### config.mk
export PLATFORM = sky130hd
export DESIGN_NAME = lsb_stego_extractor
export DESIGN_NICKNAME = d
export VERILOG_FILES = /design/src/rtl/core/lsbse_pkg.sv /design/src/rtl/core/lsbse_front.sv /design/src/rtl/core/lsbse_queue.sv /design/src/rtl/core/lsbse_back.sv /design/src/rtl/core/lsb_stego_extractor.sv
export SDC_FILE = /design/constraint.sdc
export NUM_CORES = 1
export LEC_CHECK = 0
export ABC_AREA = 1
export BUFFER_PORTS_ARGS = -buffer_cell sky130_fd_sc_hd__buf_2
export CORE_UTILIZATION = 40
export CTS_CLUSTER_DIAMETER = 120
export CTS_CLUSTER_SIZE = 24
export DETAILED_ROUTE_END_ITERATION = 10
export HOLD_SLACK_MARGIN = 0.06
export REMOVE_ABC_BUFFERS = 1
export SYNTH_ARGS = -nofsm -noshare
export SYNTH_HDL_FRONTEND = slang
export SYNTH_SLANG_ARGS = --single-unit
export TNS_END_PERCENT = 10
### constraint.sdc
create_clock -name clk -period 4.8 [get_ports clk]
set_input_delay 0.24 -clock clk [delete_from_list [all_inputs] [get_ports clk]]
set_output_delay 0.24 -clock clk [all_outputs]
set_load 0.005 [all_outputs]
### src/rtl/core/lsbse_pkg.sv
// ----------------------------------------------------------------------------
// LSB stego extractor package
// Types and codes shared by the extractor front, queue, back and checker.
// ----------------------------------------------------------------------------
package lsbse_pkg;

  // hiding schemes (mode register)
  localparam logic [1:0] MODE_LSB1 = 2'd0;
  localparam logic [1:0] MODE_LSB4 = 2'd1;
  localparam logic [1:0] MODE_LSBI = 2'd2;
  // unused code, parsed as one-bit LSB
  localparam logic [1:0] MODE_RSVD = 2'd3;

  // configuration register indexes
  localparam logic [1:0] REG_MODE      = 2'd0;
  localparam logic [1:0] REG_ENCRYPTED = 2'd1;
  localparam logic [1:0] REG_CAPACITY  = 2'd2;

  // result kinds
  localparam logic [1:0] KIND_BODY  = 2'd0;
  localparam logic [1:0] KIND_EXT   = 2'd1;
  localparam logic [1:0] KIND_ERROR = 2'd2;

  localparam int unsigned SIZE_BITS = 32;

  // classified carrier byte
  typedef struct packed {
    logic       restart;  // image start
    logic       wide;     // four bits per byte
    logic       invert;   // pattern inversion scheme
    logic [1:0] sel;      // inversion flag select
    logic [3:0] bits;     // low nibble (wide) or lsb in bit 0
  } item_t;

  typedef enum logic [5:0] {
    PH_START = 6'b000001,
    PH_FLAGS = 6'b000010,
    PH_SIZE  = 6'b000100,
    PH_BODY  = 6'b001000,
    PH_EXT   = 6'b010000,
    PH_IDLE  = 6'b100000
  } phase_t;

endpackage

### src/rtl/core/lsbse_front.sv
// ----------------------------------------------------------------------------
// LSB stego extractor front
// Registers incoming pixel bytes and classifies them by hiding scheme.
// ----------------------------------------------------------------------------
module lsbse_front (
  input  logic                clk,
  input  logic                rst,
  input  logic                in_valid,
  output logic                in_ready,
  input  logic                image_start,
  input  logic [7:0]          carrier_byte,
  input  logic [1:0]          mode,
  output logic                push_valid,
  input  logic                push_ready,
  output lsbse_pkg::item_t    push_item
);

  logic             fr_valid;
  logic             fr_valid_next;
  lsbse_pkg::item_t fr_item;
  lsbse_pkg::item_t item_next;
  logic             take;

  assign in_ready = !fr_valid || push_ready;
  assign take     = in_valid && in_ready;

  always_comb begin
    item_next.restart = image_start;
    item_next.wide    = (mode == lsbse_pkg::MODE_LSB4);
    item_next.invert  = (mode == lsbse_pkg::MODE_LSBI);
    item_next.sel     = carrier_byte[2:1];
    item_next.bits    = (mode == lsbse_pkg::MODE_LSB4) ? carrier_byte[3:0]
                                                       : {3'b000, carrier_byte[0]};
  end

  assign fr_valid_next = take || (fr_valid && !push_ready);

  always_ff @(posedge clk) begin
    if (rst) begin
      fr_valid <= 1'b0;
    end else begin
      fr_valid <= fr_valid_next;
    end
  end

  always_ff @(posedge clk) begin
    if (take) begin
      fr_item <= item_next;
    end
  end

  assign push_valid = fr_valid;
  assign push_item  = fr_item;

endmodule

### src/rtl/core/lsbse_queue.sv
// ----------------------------------------------------------------------------
// LSB stego extractor queue
// Small FIFO of classified bytes between front and back.
// ----------------------------------------------------------------------------
module lsbse_queue #(
  parameter int unsigned DEPTH = 2
) (
  input  logic             clk,
  input  logic             rst,
  input  logic             push_valid,
  output logic             push_ready,
  input  lsbse_pkg::item_t push_item,
  output logic             pop_valid,
  input  logic             pop,
  output lsbse_pkg::item_t pop_item
);

  localparam int unsigned PTR_W = $clog2(DEPTH);
  localparam int unsigned CNT_W = $clog2(DEPTH + 1);

  lsbse_pkg::item_t   slots [DEPTH];
  logic [PTR_W-1:0]   wr_ptr;
  logic [PTR_W-1:0]   rd_ptr;
  logic [CNT_W-1:0]   count;
  logic               do_push;
  logic               do_pop;

  assign push_ready = (count != CNT_W'(DEPTH));
  assign pop_valid  = (count != '0);
  assign do_push    = push_valid && push_ready;
  assign do_pop     = pop && pop_valid;
  assign pop_item   = slots[rd_ptr];

  always_ff @(posedge clk) begin
    if (rst) begin
      wr_ptr <= '0;
      rd_ptr <= '0;
      count  <= '0;
    end else begin
      if (do_push) begin
        wr_ptr <= (wr_ptr == PTR_W'(DEPTH - 1)) ? '0 : wr_ptr + 1'b1;
      end
      if (do_pop) begin
        rd_ptr <= (rd_ptr == PTR_W'(DEPTH - 1)) ? '0 : rd_ptr + 1'b1;
      end
      if (do_push && !do_pop) begin
        count <= count + 1'b1;
      end else if (do_pop && !do_push) begin
        count <= count - 1'b1;
      end
    end
  end

  always_ff @(posedge clk) begin
    if (do_push) begin
      slots[wr_ptr] <= push_item;
    end
  end

endmodule

### src/rtl/core/lsbse_back.sv
// ----------------------------------------------------------------------------
// LSB stego extractor back
// Message parser: flags, size, body and extension phases, result register.
// ----------------------------------------------------------------------------
module lsbse_back (
  input  logic             clk,
  input  logic             rst,
  input  logic             q_valid,
  input  lsbse_pkg::item_t q_item,
  output logic             q_pop,
  input  logic             encrypted_payload,
  input  logic [31:0]      image_capacity,
  output logic             out_valid,
  input  logic             out_ready,
  output logic [7:0]       data_byte,
  output logic [1:0]       kind,
  output logic             last_of_message
);

  lsbse_pkg::phase_t phase, phase_next;
  logic [3:0]        invert_flags, invert_flags_next;
  logic [31:0]       payload_size, payload_size_next;
  logic [5:0]        carrier_count, carrier_count_next;
  logic [7:0]        byte_accumulator, byte_accumulator_next;
  logic [31:0]       body_remaining, body_remaining_next;

  logic [5:0]  step;
  logic [5:0]  count_sum;
  logic [3:0]  val;
  logic [31:0] size_shift;
  logic [31:0] size_limit;
  logic [7:0]  acc_shift;
  logic [31:0] remaining_dec;
  logic        res_valid;
  logic [7:0]  res_data;
  logic [1:0]  res_kind;
  logic        res_last;

  assign q_pop = q_valid && (!out_valid || out_ready);

  always_comb begin
    phase_next            = phase;
    invert_flags_next     = invert_flags;
    payload_size_next     = payload_size;
    carrier_count_next    = carrier_count;
    byte_accumulator_next = byte_accumulator;
    body_remaining_next   = body_remaining;
    res_valid = 1'b0;
    res_data  = 8'h00;
    res_kind  = lsbse_pkg::KIND_BODY;
    res_last  = 1'b0;

    // a restart (or first byte after reset) opens a new message
    if (q_item.restart || phase == lsbse_pkg::PH_START) begin
      invert_flags_next     = 4'h0;
      payload_size_next     = 32'h0;
      carrier_count_next    = 6'd0;
      byte_accumulator_next = 8'h00;
      body_remaining_next   = 32'h0;
      phase_next = q_item.invert ? lsbse_pkg::PH_FLAGS : lsbse_pkg::PH_SIZE;
    end

    step      = q_item.wide ? 6'd4 : 6'd1;
    count_sum = carrier_count_next + step;
    val       = q_item.invert
                ? {3'b000, q_item.bits[0] ^ invert_flags_next[q_item.sel]}
                : q_item.bits;
    size_shift = q_item.wide ? {payload_size_next[27:0], val}
                             : {payload_size_next[30:0], val[0]};
    // size * 2 (or * 8) > capacity  <=>  size > capacity >> 1 (or >> 3)
    size_limit = q_item.wide ? {1'b0, image_capacity[31:1]}
                             : {3'b000, image_capacity[31:3]};
    acc_shift  = q_item.wide ? {byte_accumulator_next[3:0], val}
                             : {byte_accumulator_next[6:0], val[0]};
    remaining_dec = body_remaining_next - 32'd1;

    unique case (phase_next)
      lsbse_pkg::PH_FLAGS: begin
        invert_flags_next = invert_flags_next
                          | (4'(q_item.bits[0]) << carrier_count_next[1:0]);
        carrier_count_next = carrier_count_next + 6'd1;
        if (carrier_count_next >= 6'd4) begin
          carrier_count_next = 6'd0;
          phase_next = lsbse_pkg::PH_SIZE;
        end
      end
      lsbse_pkg::PH_SIZE: begin
        payload_size_next  = size_shift;
        carrier_count_next = count_sum;
        if (count_sum >= 6'(lsbse_pkg::SIZE_BITS)) begin
          carrier_count_next = 6'd0;
          if (size_shift > size_limit) begin
            phase_next = lsbse_pkg::PH_IDLE;
            res_valid  = 1'b1;
            res_kind   = lsbse_pkg::KIND_ERROR;
            res_last   = 1'b1;
          end else begin
            body_remaining_next = size_shift;
            if (size_shift == 32'h0) begin
              phase_next = encrypted_payload ? lsbse_pkg::PH_IDLE : lsbse_pkg::PH_EXT;
            end else begin
              phase_next = lsbse_pkg::PH_BODY;
            end
          end
        end
      end
      lsbse_pkg::PH_BODY, lsbse_pkg::PH_EXT: begin
        if (count_sum < 6'd8) begin
          byte_accumulator_next = acc_shift;
          carrier_count_next    = count_sum;
        end else begin
          byte_accumulator_next = 8'h00;
          carrier_count_next    = 6'd0;
          res_valid = 1'b1;
          res_data  = acc_shift;
          if (phase_next == lsbse_pkg::PH_BODY) begin
            body_remaining_next = remaining_dec;
            if (remaining_dec == 32'h0) begin
              res_last   = encrypted_payload;
              phase_next = encrypted_payload ? lsbse_pkg::PH_IDLE : lsbse_pkg::PH_EXT;
            end
          end else begin
            res_kind = lsbse_pkg::KIND_EXT;
            if (acc_shift == 8'h00) begin
              res_last   = 1'b1;
              phase_next = lsbse_pkg::PH_IDLE;
            end
          end
        end
      end
      default: begin
        // waiting for the next image start: byte dropped
      end
    endcase
  end

  always_ff @(posedge clk) begin
    if (rst) begin
      phase            <= lsbse_pkg::PH_START;
      invert_flags     <= 4'h0;
      payload_size     <= 32'h0;
      carrier_count    <= 6'd0;
      byte_accumulator <= 8'h00;
      body_remaining   <= 32'h0;
      out_valid        <= 1'b0;
    end else begin
      if (q_pop) begin
        phase            <= phase_next;
        invert_flags     <= invert_flags_next;
        payload_size     <= payload_size_next;
        carrier_count    <= carrier_count_next;
        byte_accumulator <= byte_accumulator_next;
        body_remaining   <= body_remaining_next;
      end
      if (!out_valid || out_ready) begin
        out_valid <= q_pop && res_valid;
      end
    end
  end

  always_ff @(posedge clk) begin
    if (q_pop && res_valid) begin
      data_byte       <= res_data;
      kind            <= res_kind;
      last_of_message <= res_last;
    end
  end

endmodule

### src/rtl/core/lsb_stego_extractor.sv
// ----------------------------------------------------------------------------
// LSB stego extractor
// Recovers a hidden message (size, body, extension) from carrier pixel bytes.
// ----------------------------------------------------------------------------
//  channel | signals                                  | direction
//  in      | in_valid/in_ready, image_start, carrier_byte | to block
//  out     | out_valid/out_ready, data_byte, kind, last_of_message | from block
//  cfg     | cfg_valid/cfg_ready, cfg_index, cfg_data | to block
//
//  One pixel byte per cycle sustained unless the output stalls; the parser
//  retires one queued byte each cycle. A result is registered after the queue.
//  Reset clears all control state at once; there is no clearing pass.
//  A stalled output holds the parser only when the result register is full;
//  the front and the queue keep taking bytes until the queue fills.
// ----------------------------------------------------------------------------
module lsb_stego_extractor #(
  parameter int unsigned QUEUE_DEPTH = 2
) (
  input  logic        clk,
  input  logic        rst,
  input  logic        in_valid,
  output logic        in_ready,
  input  logic        image_start,
  input  logic [7:0]  carrier_byte,
  output logic        out_valid,
  input  logic        out_ready,
  output logic [7:0]  data_byte,
  output logic [1:0]  kind,
  output logic        last_of_message,
  input  logic        cfg_valid,
  output logic        cfg_ready,
  input  logic [1:0]  cfg_index,
  input  logic [31:0] cfg_data
);

  logic [1:0]       mode;
  logic             encrypted_payload;
  logic [31:0]      image_capacity;

  logic             push_valid;
  logic             push_ready;
  lsbse_pkg::item_t push_item;
  logic             q_valid;
  logic             q_pop;
  lsbse_pkg::item_t q_item;

  assign cfg_ready = 1'b1;

  always_ff @(posedge clk) begin
    if (rst) begin
      mode              <= lsbse_pkg::MODE_LSB1;
      encrypted_payload <= 1'b0;
      image_capacity    <= 32'h0;
    end else if (cfg_valid && cfg_ready) begin
      unique case (cfg_index)
        lsbse_pkg::REG_MODE:      mode              <= cfg_data[1:0];
        lsbse_pkg::REG_ENCRYPTED: encrypted_payload <= cfg_data[0];
        lsbse_pkg::REG_CAPACITY:  image_capacity    <= cfg_data;
        default: begin
          // unmapped index: write ignored
        end
      endcase
    end
  end

  lsbse_front u_front (
    .clk          (clk),
    .rst          (rst),
    .in_valid     (in_valid),
    .in_ready     (in_ready),
    .image_start  (image_start),
    .carrier_byte (carrier_byte),
    .mode         (mode),
    .push_valid   (push_valid),
    .push_ready   (push_ready),
    .push_item    (push_item)
  );

  lsbse_queue #(
    .DEPTH (QUEUE_DEPTH)
  ) u_queue (
    .clk        (clk),
    .rst        (rst),
    .push_valid (push_valid),
    .push_ready (push_ready),
    .push_item  (push_item),
    .pop_valid  (q_valid),
    .pop        (q_pop),
    .pop_item   (q_item)
  );

  lsbse_back u_back (
    .clk               (clk),
    .rst               (rst),
    .q_valid           (q_valid),
    .q_item            (q_item),
    .q_pop             (q_pop),
    .encrypted_payload (encrypted_payload),
    .image_capacity    (image_capacity),
    .out_valid         (out_valid),
    .out_ready         (out_ready),
    .data_byte         (data_byte),
    .kind              (kind),
    .last_of_message   (last_of_message)
  );

endmodule

==> results of run 1 <==
[power by group through the flow]
stage	combinational, mW	clock [mW]	sequential, mW
after floorplan	4.02	0	2.02
after global placement	5.56	0	2.09
after detailed placement	5.63	0	2.09
after CTS	5.68	1.46	2.07
after global routing	6.41	1.51	2.12
final	5.74	1.44	2.08
[flip-flops by register name, summed over array words and instances (netlist names), 6 cells and up, named ones only]
register / flops
u_back.body_remaining: 32
image_capacity: 31
u_back.payload_size: 31
u_queue.slots: 18
u_front.push_item: 9
u_back.data_byte: 8
u_back.byte_accumulator: 7
u_back.carrier_count: 6
u_back.phase: 6
[metal layers]
metal,vias up,track usage,wire length [um]
li1,5459,-,-
met5,-,0,12
met3,49,0.03309,1706
met4,2,0.07448,645
met2,329,0.3631,13880
met1,4986,0.3023,14680
[worst max-delay path, delay by kind of cell, from the launching register on]
kind	cells	cell delay, ps
flip-flops	1	610
buffers and inverters	5	1140
AND/OR/NAND/NOR	11	1670
adder cells (fa/ha/maj)	1	340
AO/OA/AOI/OAI	2	200
[synth_stat cells, types with 4 or more instances]
| library cell | count | area [um^2] |
|---|---|---|
| nand2_1 | 335 | 1257 |
| o21ai_0 | 180 | 900.9 |
| inv_1 | 167 | 626.9 |
| nor2_1 | 166 | 623.1 |
| a21oi_1 | 155 | 775.7 |
| dfxtp_1 | 127 | 2542 |
| o211ai_1 | 55 | 412.9 |
| nand3_1 | 51 | 255.2 |
| clkbuf_1 | 46 | 172.7 |
| ha_1 | 39 | 488.0 |
| edfxtp_1 | 38 | 1141 |
| mux2i_1 | 29 | 290.3 |
| o21ai_1 | 23 | 115.1 |
| buf_2 | 19 | 95.09 |
| nand4_1 | 18 | 112.6 |
| a31oi_1 | 16 | 100.1 |
| inv_2 | 13 | 48.80 |
| nor2_2 | 13 | 81.33 |
| nor3_1 | 12 | 60.06 |
| buf_6 | 10 | 112.6 |
| a221oi_1 | 9 | 78.83 |
| a211oi_1 | 7 | 52.55 |
| buf_4 | 7 | 52.55 |
| nand2_2 | 6 | 37.54 |
| nor2_4 | 6 | 67.56 |
| xor2_1 | 6 | 52.55 |
| buf_1 | 4 | 15.01 |
| o211ai_2 | 4 | 50.05 |
[cells by family (layout without fill, tap and decap cells)]
kind of cell    count (synthesis)  count (layout)  share of synthesized area
xor+xnor                       10              10                   0.009408
compound gates                461             461                     0.2379
buf+inv                       267             327                     0.1034
fa+ha+maj                      39              39                    0.04474
simple gates                  620             620                     0.2399
flops                         165             165                     0.3377
other cells                     1               1                  0.0003438
mux                            29              29                    0.02661
[cell type report]
class | count | area (um^2)
inverters | 181 | 679.4
well taps | 341 | 426.7
clock inverters | 15 | 201.4
multi-input cells | 1160 | 6120
repair buffers | 114 | 830.8
fillers | 2771 | 14510
clock buffers | 17 | 425.4
flip-flops and latches | 165 | 3684
[how the worst max path moves through the flow]
stage | from | to | cells past startpoint
floorplan | flip-flop | u_back.body_remaining[15]$_SDFFE_PP0P_ | 18
global placement | flip-flop | u_back.data_byte[7]$_SDFFCE_PN0P_ | 19
detailed placement | flip-flop | u_back.data_byte[6]$_SDFFCE_PN0P_ | 19
CTS | flip-flop | u_back.body_remaining[11]$_SDFFE_PP0P_ | 21
global route | flip-flop | u_back.data_byte[7]$_SDFFCE_PN0P_ | 21
finish | flip-flop | u_back.data_byte[6]$_SDFFCE_PN0P_ | 19
==> flow_summary.toml, run 1 <==
[run_status]
status = "finished, violations left"
violations = "DRC"

[power]
swShare = 0.5454
clkPwrFrac = 0.155
switchingPower_mw = 5.045
seq_power_share = 0.225
total_power_mw = 9.250
cellLeakagePower_nw = 5.756
intPower_mw = 4.205
ir_worst_vdd_mv = 0.3958
p_per_area_nw_per_um2 = 748.0
pwr-share-comb = 0.620

[floorplanning]
rows = 60
dieWidth_um = 167.1
die_area_um2 = 27930
die_h_um = 167.1
io_pins = 62
core-area_um2 = 26880
start_util = 0.4058

[setup_path]
worst-path-max-fanout = 81
timing.rr.end = "u_back.data_byte[6]$_SDFFCE_PN0P_"
cpMaxStageDelayCell = "dfxtp_1"
arrival_ps = 4460
start_kind = "flip-flop"
cp.required_ps = 4950
critPathMostFrequentCell = "nand2_1"
cp_slowest_stage_delay_ps = 610
r2r_cells = 19
worstPathCellList = "inv_1 -> or2_2 -> nand2_4 -> buf_12 -> nand2_1 -> o21ai_0 -> inv_1 -> ha_1 -> nand2_1 -> nor2_1 -> nand4_1 -> nor2_1 -> nand2_1 -> nand3_1 -> nand2_1 -> nor2_1 -> o21ai_1 -> inv_1 -> buf_4"
cp-end-kind = "flip-flop"
rrSetupSlack_ps = 490
path_class = "flip-flop to flip-flop"

[detailed_routing]
ant_nets = 0
drt-vias-per-instance = 5.432
wl_um = 30920
firstDrtPassIters = 8
route.detailed.drc = 1
drtIter0Drc = 962
routedWlPerCell_um = 15.51
num_vias = 10825

[worst_hold_path]
hold_depth = 3
hold_path_class = "primary input to flip-flop"
min-delay-start = "carrier_byte[3]"
holdPathEnd = "u_front.push_item[3]$_SDFFCE_PN0P_"

[clock_tree]
cts_hold_buf = 36
root_buffer = "clkbuf_16"
clk_pin_slew_worst_paths_ps = 80
post_cts_resized = 0
cts_setup_buffers = 0
numClockSinks = 165
cts.htree.levels = 4
clock_latency_ps = 440
cts_tree = "built"
cts_buffer_depth = 2
numCtsBuffers = 17

[synthesis]
ys_async_sr_fraction = 0
synth.avg_cell_area_um2 = 6.851
synth.distinct_cells = 49
yosysWarnings = 0
synth-seq-cells = 165
synth-edff-count = 38
ys_seq_area_frac = 0.3377
syn_inst = 1592
synthFlopType = "dfxtp_1"
netlist_area_um2 = 10910

[sta]
tightest_slew_ps = 921.4
slew_violations = 0
fin_crit_sh = 0.8989
finalHoldWorstSlack_ps = 95.08
fin_skew_ps = 17.13
setup_tns_ps = 0
setup_violations = 0
final_hold_viol_count = 0
setup_ws_ps = 485.5
rsz0062_at_grt = "no"
period_minus_slack_ps = 4315
slew_headroom = 0.3850
max_freq_mhz = 231.8

[finish]
final_cell_mix = "334 x nand2_1, 180 x o21ai_0, 166 x inv_1, 166 x nor2_1, 154 x a21oi_1"
final_cells = 1993
final_common_cell = "nand2_1"
nets = 1726
num_antenna_cells = 0
drive_above_1_share = 0.1029
area_delta_synth_final_pct = 13.39
final_util = 0.4601
final_area_um2 = 12370

[placed_design]
dp_slack_ps = 513.5
port_buffers = 56
dpl.hpwl_um = 21330
dpl_cell_area_um2 = 11380
place_inst = 1925
place_congestion = 0.8959

[grt]
grtUsageTotal = 0.2232
grt_max_degree = 82
overflow = 0
antenna_found_initial = 1
grt_first_pass_wirelength_um = 50360
grt_pass1_vias = 9971

[flow_run]
maxCapViolCount = 0
Power figures use the tool's default switching activity.
==> run 2: changes to the inputs <==
--- a/config.mk
+++ b/config.mk
@@ -5,8 +5,8 @@
 export SDC_FILE = /design/constraint.sdc
 export NUM_CORES = 1
 export LEC_CHECK = 0
-export ABC_AREA = 1
 export BUFFER_PORTS_ARGS = -buffer_cell sky130_fd_sc_hd__buf_2
+export CAP_MARGIN = 20
 export CORE_UTILIZATION = 40
 export CTS_CLUSTER_DIAMETER = 120
 export CTS_CLUSTER_SIZE = 24
==> run 2 against run 1 <==
  * The run now ends clean
  * Routed wire length down 5.5%
  * Critical path depth shrank 3
  * Fmax fell by 2.2%
  * Sequential power is 18% lower
  * Worst setup slack got worse by 98 ps
  * Power shrank 36%
  * Utilization is 2.5 points higher
  * Register-to-register slack got worse by 98 ps
  * First-iteration DRC count decreased by 16%
  * Sequential share of layout area rose by 1.4 points
  * Count of clock-buffer cells in the layout stayed put
  * Clock power is essentially flat
  * Critical path type unchanged
  * Largest cell class unchanged
  * Largest power group unchanged
==> flow_summary.toml, run 2 <==
[synthesis]
ys_seq_area_frac = 0.3697
synth.avg_cell_area_um2 = 8.087
synth.area.top_cells = "dfxtp_1 26%, edfxtp_1 11%, nand2_1 7.3%, a21oi_1 6.3%, ha_1 4.9%"
synth-seq-cells = 165
synth_top_area_share = 0.2552
yosysWarnings = 0
syn_inst = 1232
synthTopCellsByCount = "194 x nand2_1, 127 x dfxtp_1, 125 x a21oi_1, 108 x nor2_1, 63 x o21ai_0"
ys_async_sr_fraction = 0
synth.most_common_cell = "nand2_1"
synthFlopType = "dfxtp_1"
synth.distinct_cells = 76
yosysTopAreaCell = "dfxtp_1"
synth-edff-count = 38
netlist_area_um2 = 9963

[finish]
final_common_cell = "nand2_1"
area_delta_synth_final_pct = 18.70
largest_register_ffs = 32
multiInputGateArea_um2 = 5894
seq_area_um2 = 3684
reg_top3 = "u_back.body_remaining x32, image_capacity x31, u_back.payload_size x31"
fillCellCount = 2428
final_cell_mix = "194 x nand2_1, 127 x dfxtp_1, 124 x a21oi_1"
final_area_um2 = 11830
regMostFlops = "u_back.body_remaining"
nets = 1397
num_antenna_cells = 0
drive_above_1_share = 0.1361

[power]
cellLeakagePower_nw = 4.472
ir_worst_vdd_mv = 0.2625
p_per_area_nw_per_um2 = 497.8

[worst_hold_path]
holdPathEnd = "u_front.push_item[3]$_SDFFCE_PN0P_"
hold_path_class = "primary input to flip-flop"
hold_depth = 2
min-delay-start = "carrier_byte[3]"

[detailed_routing]
num_vias = 9422
routedWlPerCell_um = 17.74
wl_um = 29220
ant_nets = 0
drt-vias-per-instance = 5.721
drtIter0Drc = 810
route.detailed.drc = 0
firstDrtPassIters = 5

[grt]
overflow = 0
grt_pass1_vias = 9051
grt_first_pass_wirelength_um = 47790
antenna_found_initial = 0
grt_max_degree = 63
grtUsageTotal = 0.2325

[setup_path]
timing.rr.end = "u_back.kind[0]$_DFFE_PP_"
cpMaxStageDelayCell = "dfxtp_1"
start_kind = "flip-flop"
r2r_cells = 16
path_buf_inv = 6
critPathTopFamily = "compound AO/OA/AOI/OAI gates"
critPathMostFrequentCell = "buf_4"
path_class = "flip-flop to flip-flop"
worstPathCellList = "mux2i_2 -> buf_4 -> o21a_1 -> buf_4 -> and2_1 -> ha_1 -> a31oi_1 -> nor3_1 -> o21ai_2 -> o21ai_1 -> buf_4 -> nand2_1 -> inv_1 -> o21ai_0 -> inv_1 -> buf_4"
cp-end-kind = "flip-flop"
cp_slowest_stage_delay_ps = 490
cp.required_ps = 5000
arrival_ps = 4610
rrSetupSlack_ps = 390
worst-path-max-fanout = 12

[sta]
setup_violations = 0
rsz0062_at_grt = "no"
max_freq_mhz = 226.6
slew_violations = 0
final_hold_viol_count = 0
slew_headroom = 0.3899
period_minus_slack_ps = 4412
tightest_slew_ps = 914.2
finalHoldWorstSlack_ps = 80.29
fin_crit_sh = 0.9192
fin_skew_ps = 12.06

[placed_design]
place_congestion = 0.8915
dpl.hpwl_um = 20530
port_buffers = 56
dpl_cell_area_um2 = 10790

[clock_tree]
clock_latency_ps = 440
root_buffer = "clkbuf_16"
cts_buffer_depth = 2
cts_tree = "built"
numClockSinks = 165
cts.htree.levels = 4
numCtsBuffers = 17
clk_pin_slew_worst_paths_ps = 80

[run_status]
status = "finished clean"

[floorplanning]
io_pins = 62
dieWidth_um = 159.8
core-area_um2 = 24390
start_util = 0.4085
rows = 57
die_h_um = 159.8
die_area_um2 = 25540

[flow_run]
maxCapViolCount = 0
run 2: changes by cell type in the layout (fill, tap and decap cells not counted), sizes merged, moves of 20 or more:
cell,before,now
inv,186,30
buf,78,109
and2,0,23
o21ai,206,69
a22oi,2,43
nor4,2,25
a21oi,155,125
nor2,185,109
o211ai,59,8
mux2i,29,49
nand2,342,194
nand3,54,21
run 2: final cells by class:
| class | count | area share |
|---|---|---|
| clock buffers | 17 | 0.03597 |
| clock inverters | 15 | 0.01682 |
| inverters | 24 | 0.007617 |
| multi-input cells | 956 | 0.4984 |
| flip-flops and latches | 165 | 0.3115 |
| well taps | 324 | 0.03428 |
| repair buffers | 146 | 0.09543 |
run 2: worst max-delay path by stage:
stage / startpoint / endpoint / slack, ps / cells after the start
floorplan: flip-flop / u_back.body_remaining[17]$_SDFFE_PP0P_ / -4600 / 14
global placement: u_back.phase[5]$_SDFFE_PP0P_ / u_back.body_remaining[22]$_SDFFE_PP0P_ / 210 / 15
detailed placement: u_back.phase[1]$_SDFFE_PP0P_ / u_back.body_remaining[22]$_SDFFE_PP0P_ / 200 / 15
CTS: u_back.phase[5]$_SDFFE_PP0P_ / u_back.phase[3]$_SDFFE_PP0P_ / 160 / 15
global route: flip-flop / u_back.data_byte[5]$_SDFFCE_PN0P_ / 10 / 16
finish: flip-flop / u_back.kind[0]$_DFFE_PP_ / 390 / 16
run 2: cells by family after synthesis:
group | share of synthesized area
DFF | 0.3697
other | 0.0003764
AOI/OAI and AO/OA | 0.2215
xor gates and xnor gates | 0.01758
adders and majority gates | 0.04898
muxes | 0.06543
and+or+nand+nor | 0.2326
buffers and inverters | 0.04383
run 2: timing repair:
item,in CTS,in global routing
gates resized for setup,0,4
hold endpoints to repair,39,0
endpoints found under the setup margin,0,33
setup buffers,0,0
hold buffers,37,0
run 2: metal layers:
layer / share of wire / vias up / track usage
li1: - / 4650 / -
met5: 0 / - / 0
met1: 0.47 / 4434 / 0.3138
met4: 0.028 / 0 / 0.09697
met2: 0.45 / 291 / 0.3652
met3: 0.054 / 47 / 0.04182
run 2: stage by stage:
stage	power [mW]	utilization	worst slack, ps	std cells	TNS, ps
2_1_floorplan	3.480	-	-4599	1145	-354140
3_3_place_gp	4.407	0.4412	209.2	1576	0
3_5_place_dp	4.421	0.4423	195.3	1577	0
4_1_cts	5.869	0.4831	156.7	1646	0
5_1_grt	6.227	0.4849	9.947	1647	0
6_report	5.887	0.4849	387.7	1647	0
run 2: where the power goes:
group | switching, mW | internal [mW] | leakage, nW | total [mW]
clock | 0.703 | 0.715 | 0.300 | 1.42
sequential | 0.160 | 1.55 | 1.36 | 1.71
combinational | 1.80 | 0.962 | 2.81 | 2.76
==> run 3: changes to the inputs <==
--- a/config.mk
+++ b/config.mk
@@ -7,7 +7,7 @@
 export LEC_CHECK = 0
 export BUFFER_PORTS_ARGS = -buffer_cell sky130_fd_sc_hd__buf_2
 export CAP_MARGIN = 20
-export CORE_UTILIZATION = 40
+export CORE_UTILIZATION = 30
 export CTS_CLUSTER_DIAMETER = 120
 export CTS_CLUSTER_SIZE = 24
 export DETAILED_ROUTE_END_ITERATION = 10
==> run 3 against run 2 <==
  * Via count up 0.99%
  * Sequential share of layout area down 0.14 points
  * Utilization down 12 points
  * Highest routed layer unchanged
  * Critical path depth down 3
  * Non-clock buffer count down 5
==> flow_summary.toml, run 3 (synthesized netlist as in run 2, its figures left out) <==
[sta]
fin_crit_sh = 0.9753
setup_tns_ps = 0
period_minus_slack_ps = 4682
rsz0062_at_grt = "yes"
setup_violations = 0
slew_violations = 0
setup_ws_ps = 118.4
max_freq_mhz = 213.6
tightest_slew_ps = 1024
slew_headroom = 0.3176
fin_skew_ps = 12.39
final_hold_viol_count = 0

[finish]
nets = 1393
drive_above_1_share = 0.1334
num_antenna_cells = 0
reg_top3 = "u_back.body_remaining x32, image_capacity x31, u_back.payload_size x31"
final_cell_mix = "193 x nand2_1, 127 x dfxtp_1, 125 x a21oi_1"
regMostFlops = "u_back.body_remaining"
area_delta_synth_final_pct = 19.25
largest_register_ffs = 32
final_util = 0.3643
final_cells = 1761
final_common_cell = "nand2_1"

[clock_tree]
cts_tree = "built"
numClockSinks = 165
numCtsBuffers = 17
clk_pin_slew_worst_paths_ps = 70
cts_setup_buffers = 0
cts.htree.levels = 4
clock_latency_ps = 440
root_buffer = "clkbuf_16"
cts_buffer_depth = 2

[detailed_routing]
routedWlPerCell_um = 16.84
wl_um = 29660
firstDrtPassIters = 5
route.detailed.drc = 0
num_vias = 9515
drt-vias-per-instance = 5.403
ant_nets = 0
drtIter0Drc = 893

[floorplanning]
start_util = 0.3054
rows = 66
die_h_um = 184.2
core-area_um2 = 32620
io_pins = 62
die_area_um2 = 33940
dieWidth_um = 184.2

[power]
swShare = 0.4390
total_power_mw = 5.909
switchingPower_mw = 2.594
intPower_mw = 3.315
pwr-share-comb = 0.467
cellLeakagePower_nw = 4.438
p_per_area_nw_per_um2 = 497.3
ir_worst_vdd_mv = 0.2989
clkPwrFrac = 0.242
seq_power_share = 0.291

[worst_hold_path]
hold_path_class = "primary input to flip-flop"

[grt]
grt_first_pass_wirelength_um = 47990
grtUsageTotal = 0.1783
antenna_found_initial = 0
overflow = 0
grt_pass1_vias = 8937
grt_max_degree = 64

[setup_path]
path_class = "flip-flop to flip-flop"
cp-end-kind = "flip-flop"
cp.required_ps = 4900
worst-path-max-fanout = 13
start_kind = "flip-flop"
arrival_ps = 4780

[placed_design]
place_congestion = 0.9324
dpl.hpwl_um = 20780
port_buffers = 56
place_inst = 1692
dp_slack_ps = 234.6

[run_status]
status = "finished clean"

[flow_run]
maxCapViolCount = 0
[run 3: metal layers]
metal / GRT usage / share of wire
met1: 0.2400 / 0.46
met2: 0.2879 / 0.46
met3: 0.02371 / 0.052
met4: 0.07033 / 0.025
met5: 0 / 0
[run 3: critical path, stage by stage (launching register included)]
cell and delay [ps]:
dfxtp_1 390, or3b_1 560, o21ai_2 740, a21oi_1 290
ha_1 390, nand4_1 90, nor4_1 300, a21boi_0 220
a211oi_1 90, a21oi_1 320, buf_4 200, nor2b_1 210
o21ai_0 160, inv_1 360
[run 3: final timing paths]
kind / cells past startpoint / from / endpoint / slack [ps]
max: 13 / u_back.phase[1]$_SDFFE_PP0P_ / u_back.last_of_message$_DFFE_PP_ / 120
min: 3 / cfg_data[26] / image_capacity[26]$_SDFFE_PP0P_ / 70
max reg2reg: 13 / u_back.phase[1]$_SDFFE_PP0P_ / u_back.last_of_message$_DFFE_PP_ / 120
min reg2reg: 0 / u_front.push_item[5]$_DFFE_PP_ / u_queue.slots[1][5]$_DFFE_PP_ / 450
[run 3: area by class of cell]
cell class	count	area, um^2
fillers	3326	20740
multi-input cells	957	5891
flip-flops and latches	165	3684
clock inverters	14	160.2
well taps	442	553.0
clock buffers	18	450.4
inverters	24	90.09
repair buffers	141	1054
[run 3: stage by stage]
stage | area (um^2) | hold slack, ps
floorplan | 9617 | 307.9
global placement | 10890 | 423.3
detailed placement | 10890 | 434.3
CTS | 11860 | 60.04
global route | 11880 | 78.50
finish | 11880 | 71.42
[run 3: power groups by stage]
stage | combinational [mW] | clock [mW] | sequential [mW]
floorplan | 1.78 | 0 | 1.70
global placement | 2.63 | 0 | 1.74
detailed placement | 2.66 | 0 | 1.75
CTS | 2.69 | 1.46 | 1.72
global route | 3.01 | 1.52 | 1.74
finish | 2.76 | 1.43 | 1.72
[run 3: repair_timing]
| action | in CTS | in global routing |
|---|---|---|
| gates resized for setup | 0 | 1 |
| endpoints found under the hold margin | 36 | 0 |
| setup endpoints to repair | 0 | 13 |
| hold buffers | 35 | 0 |
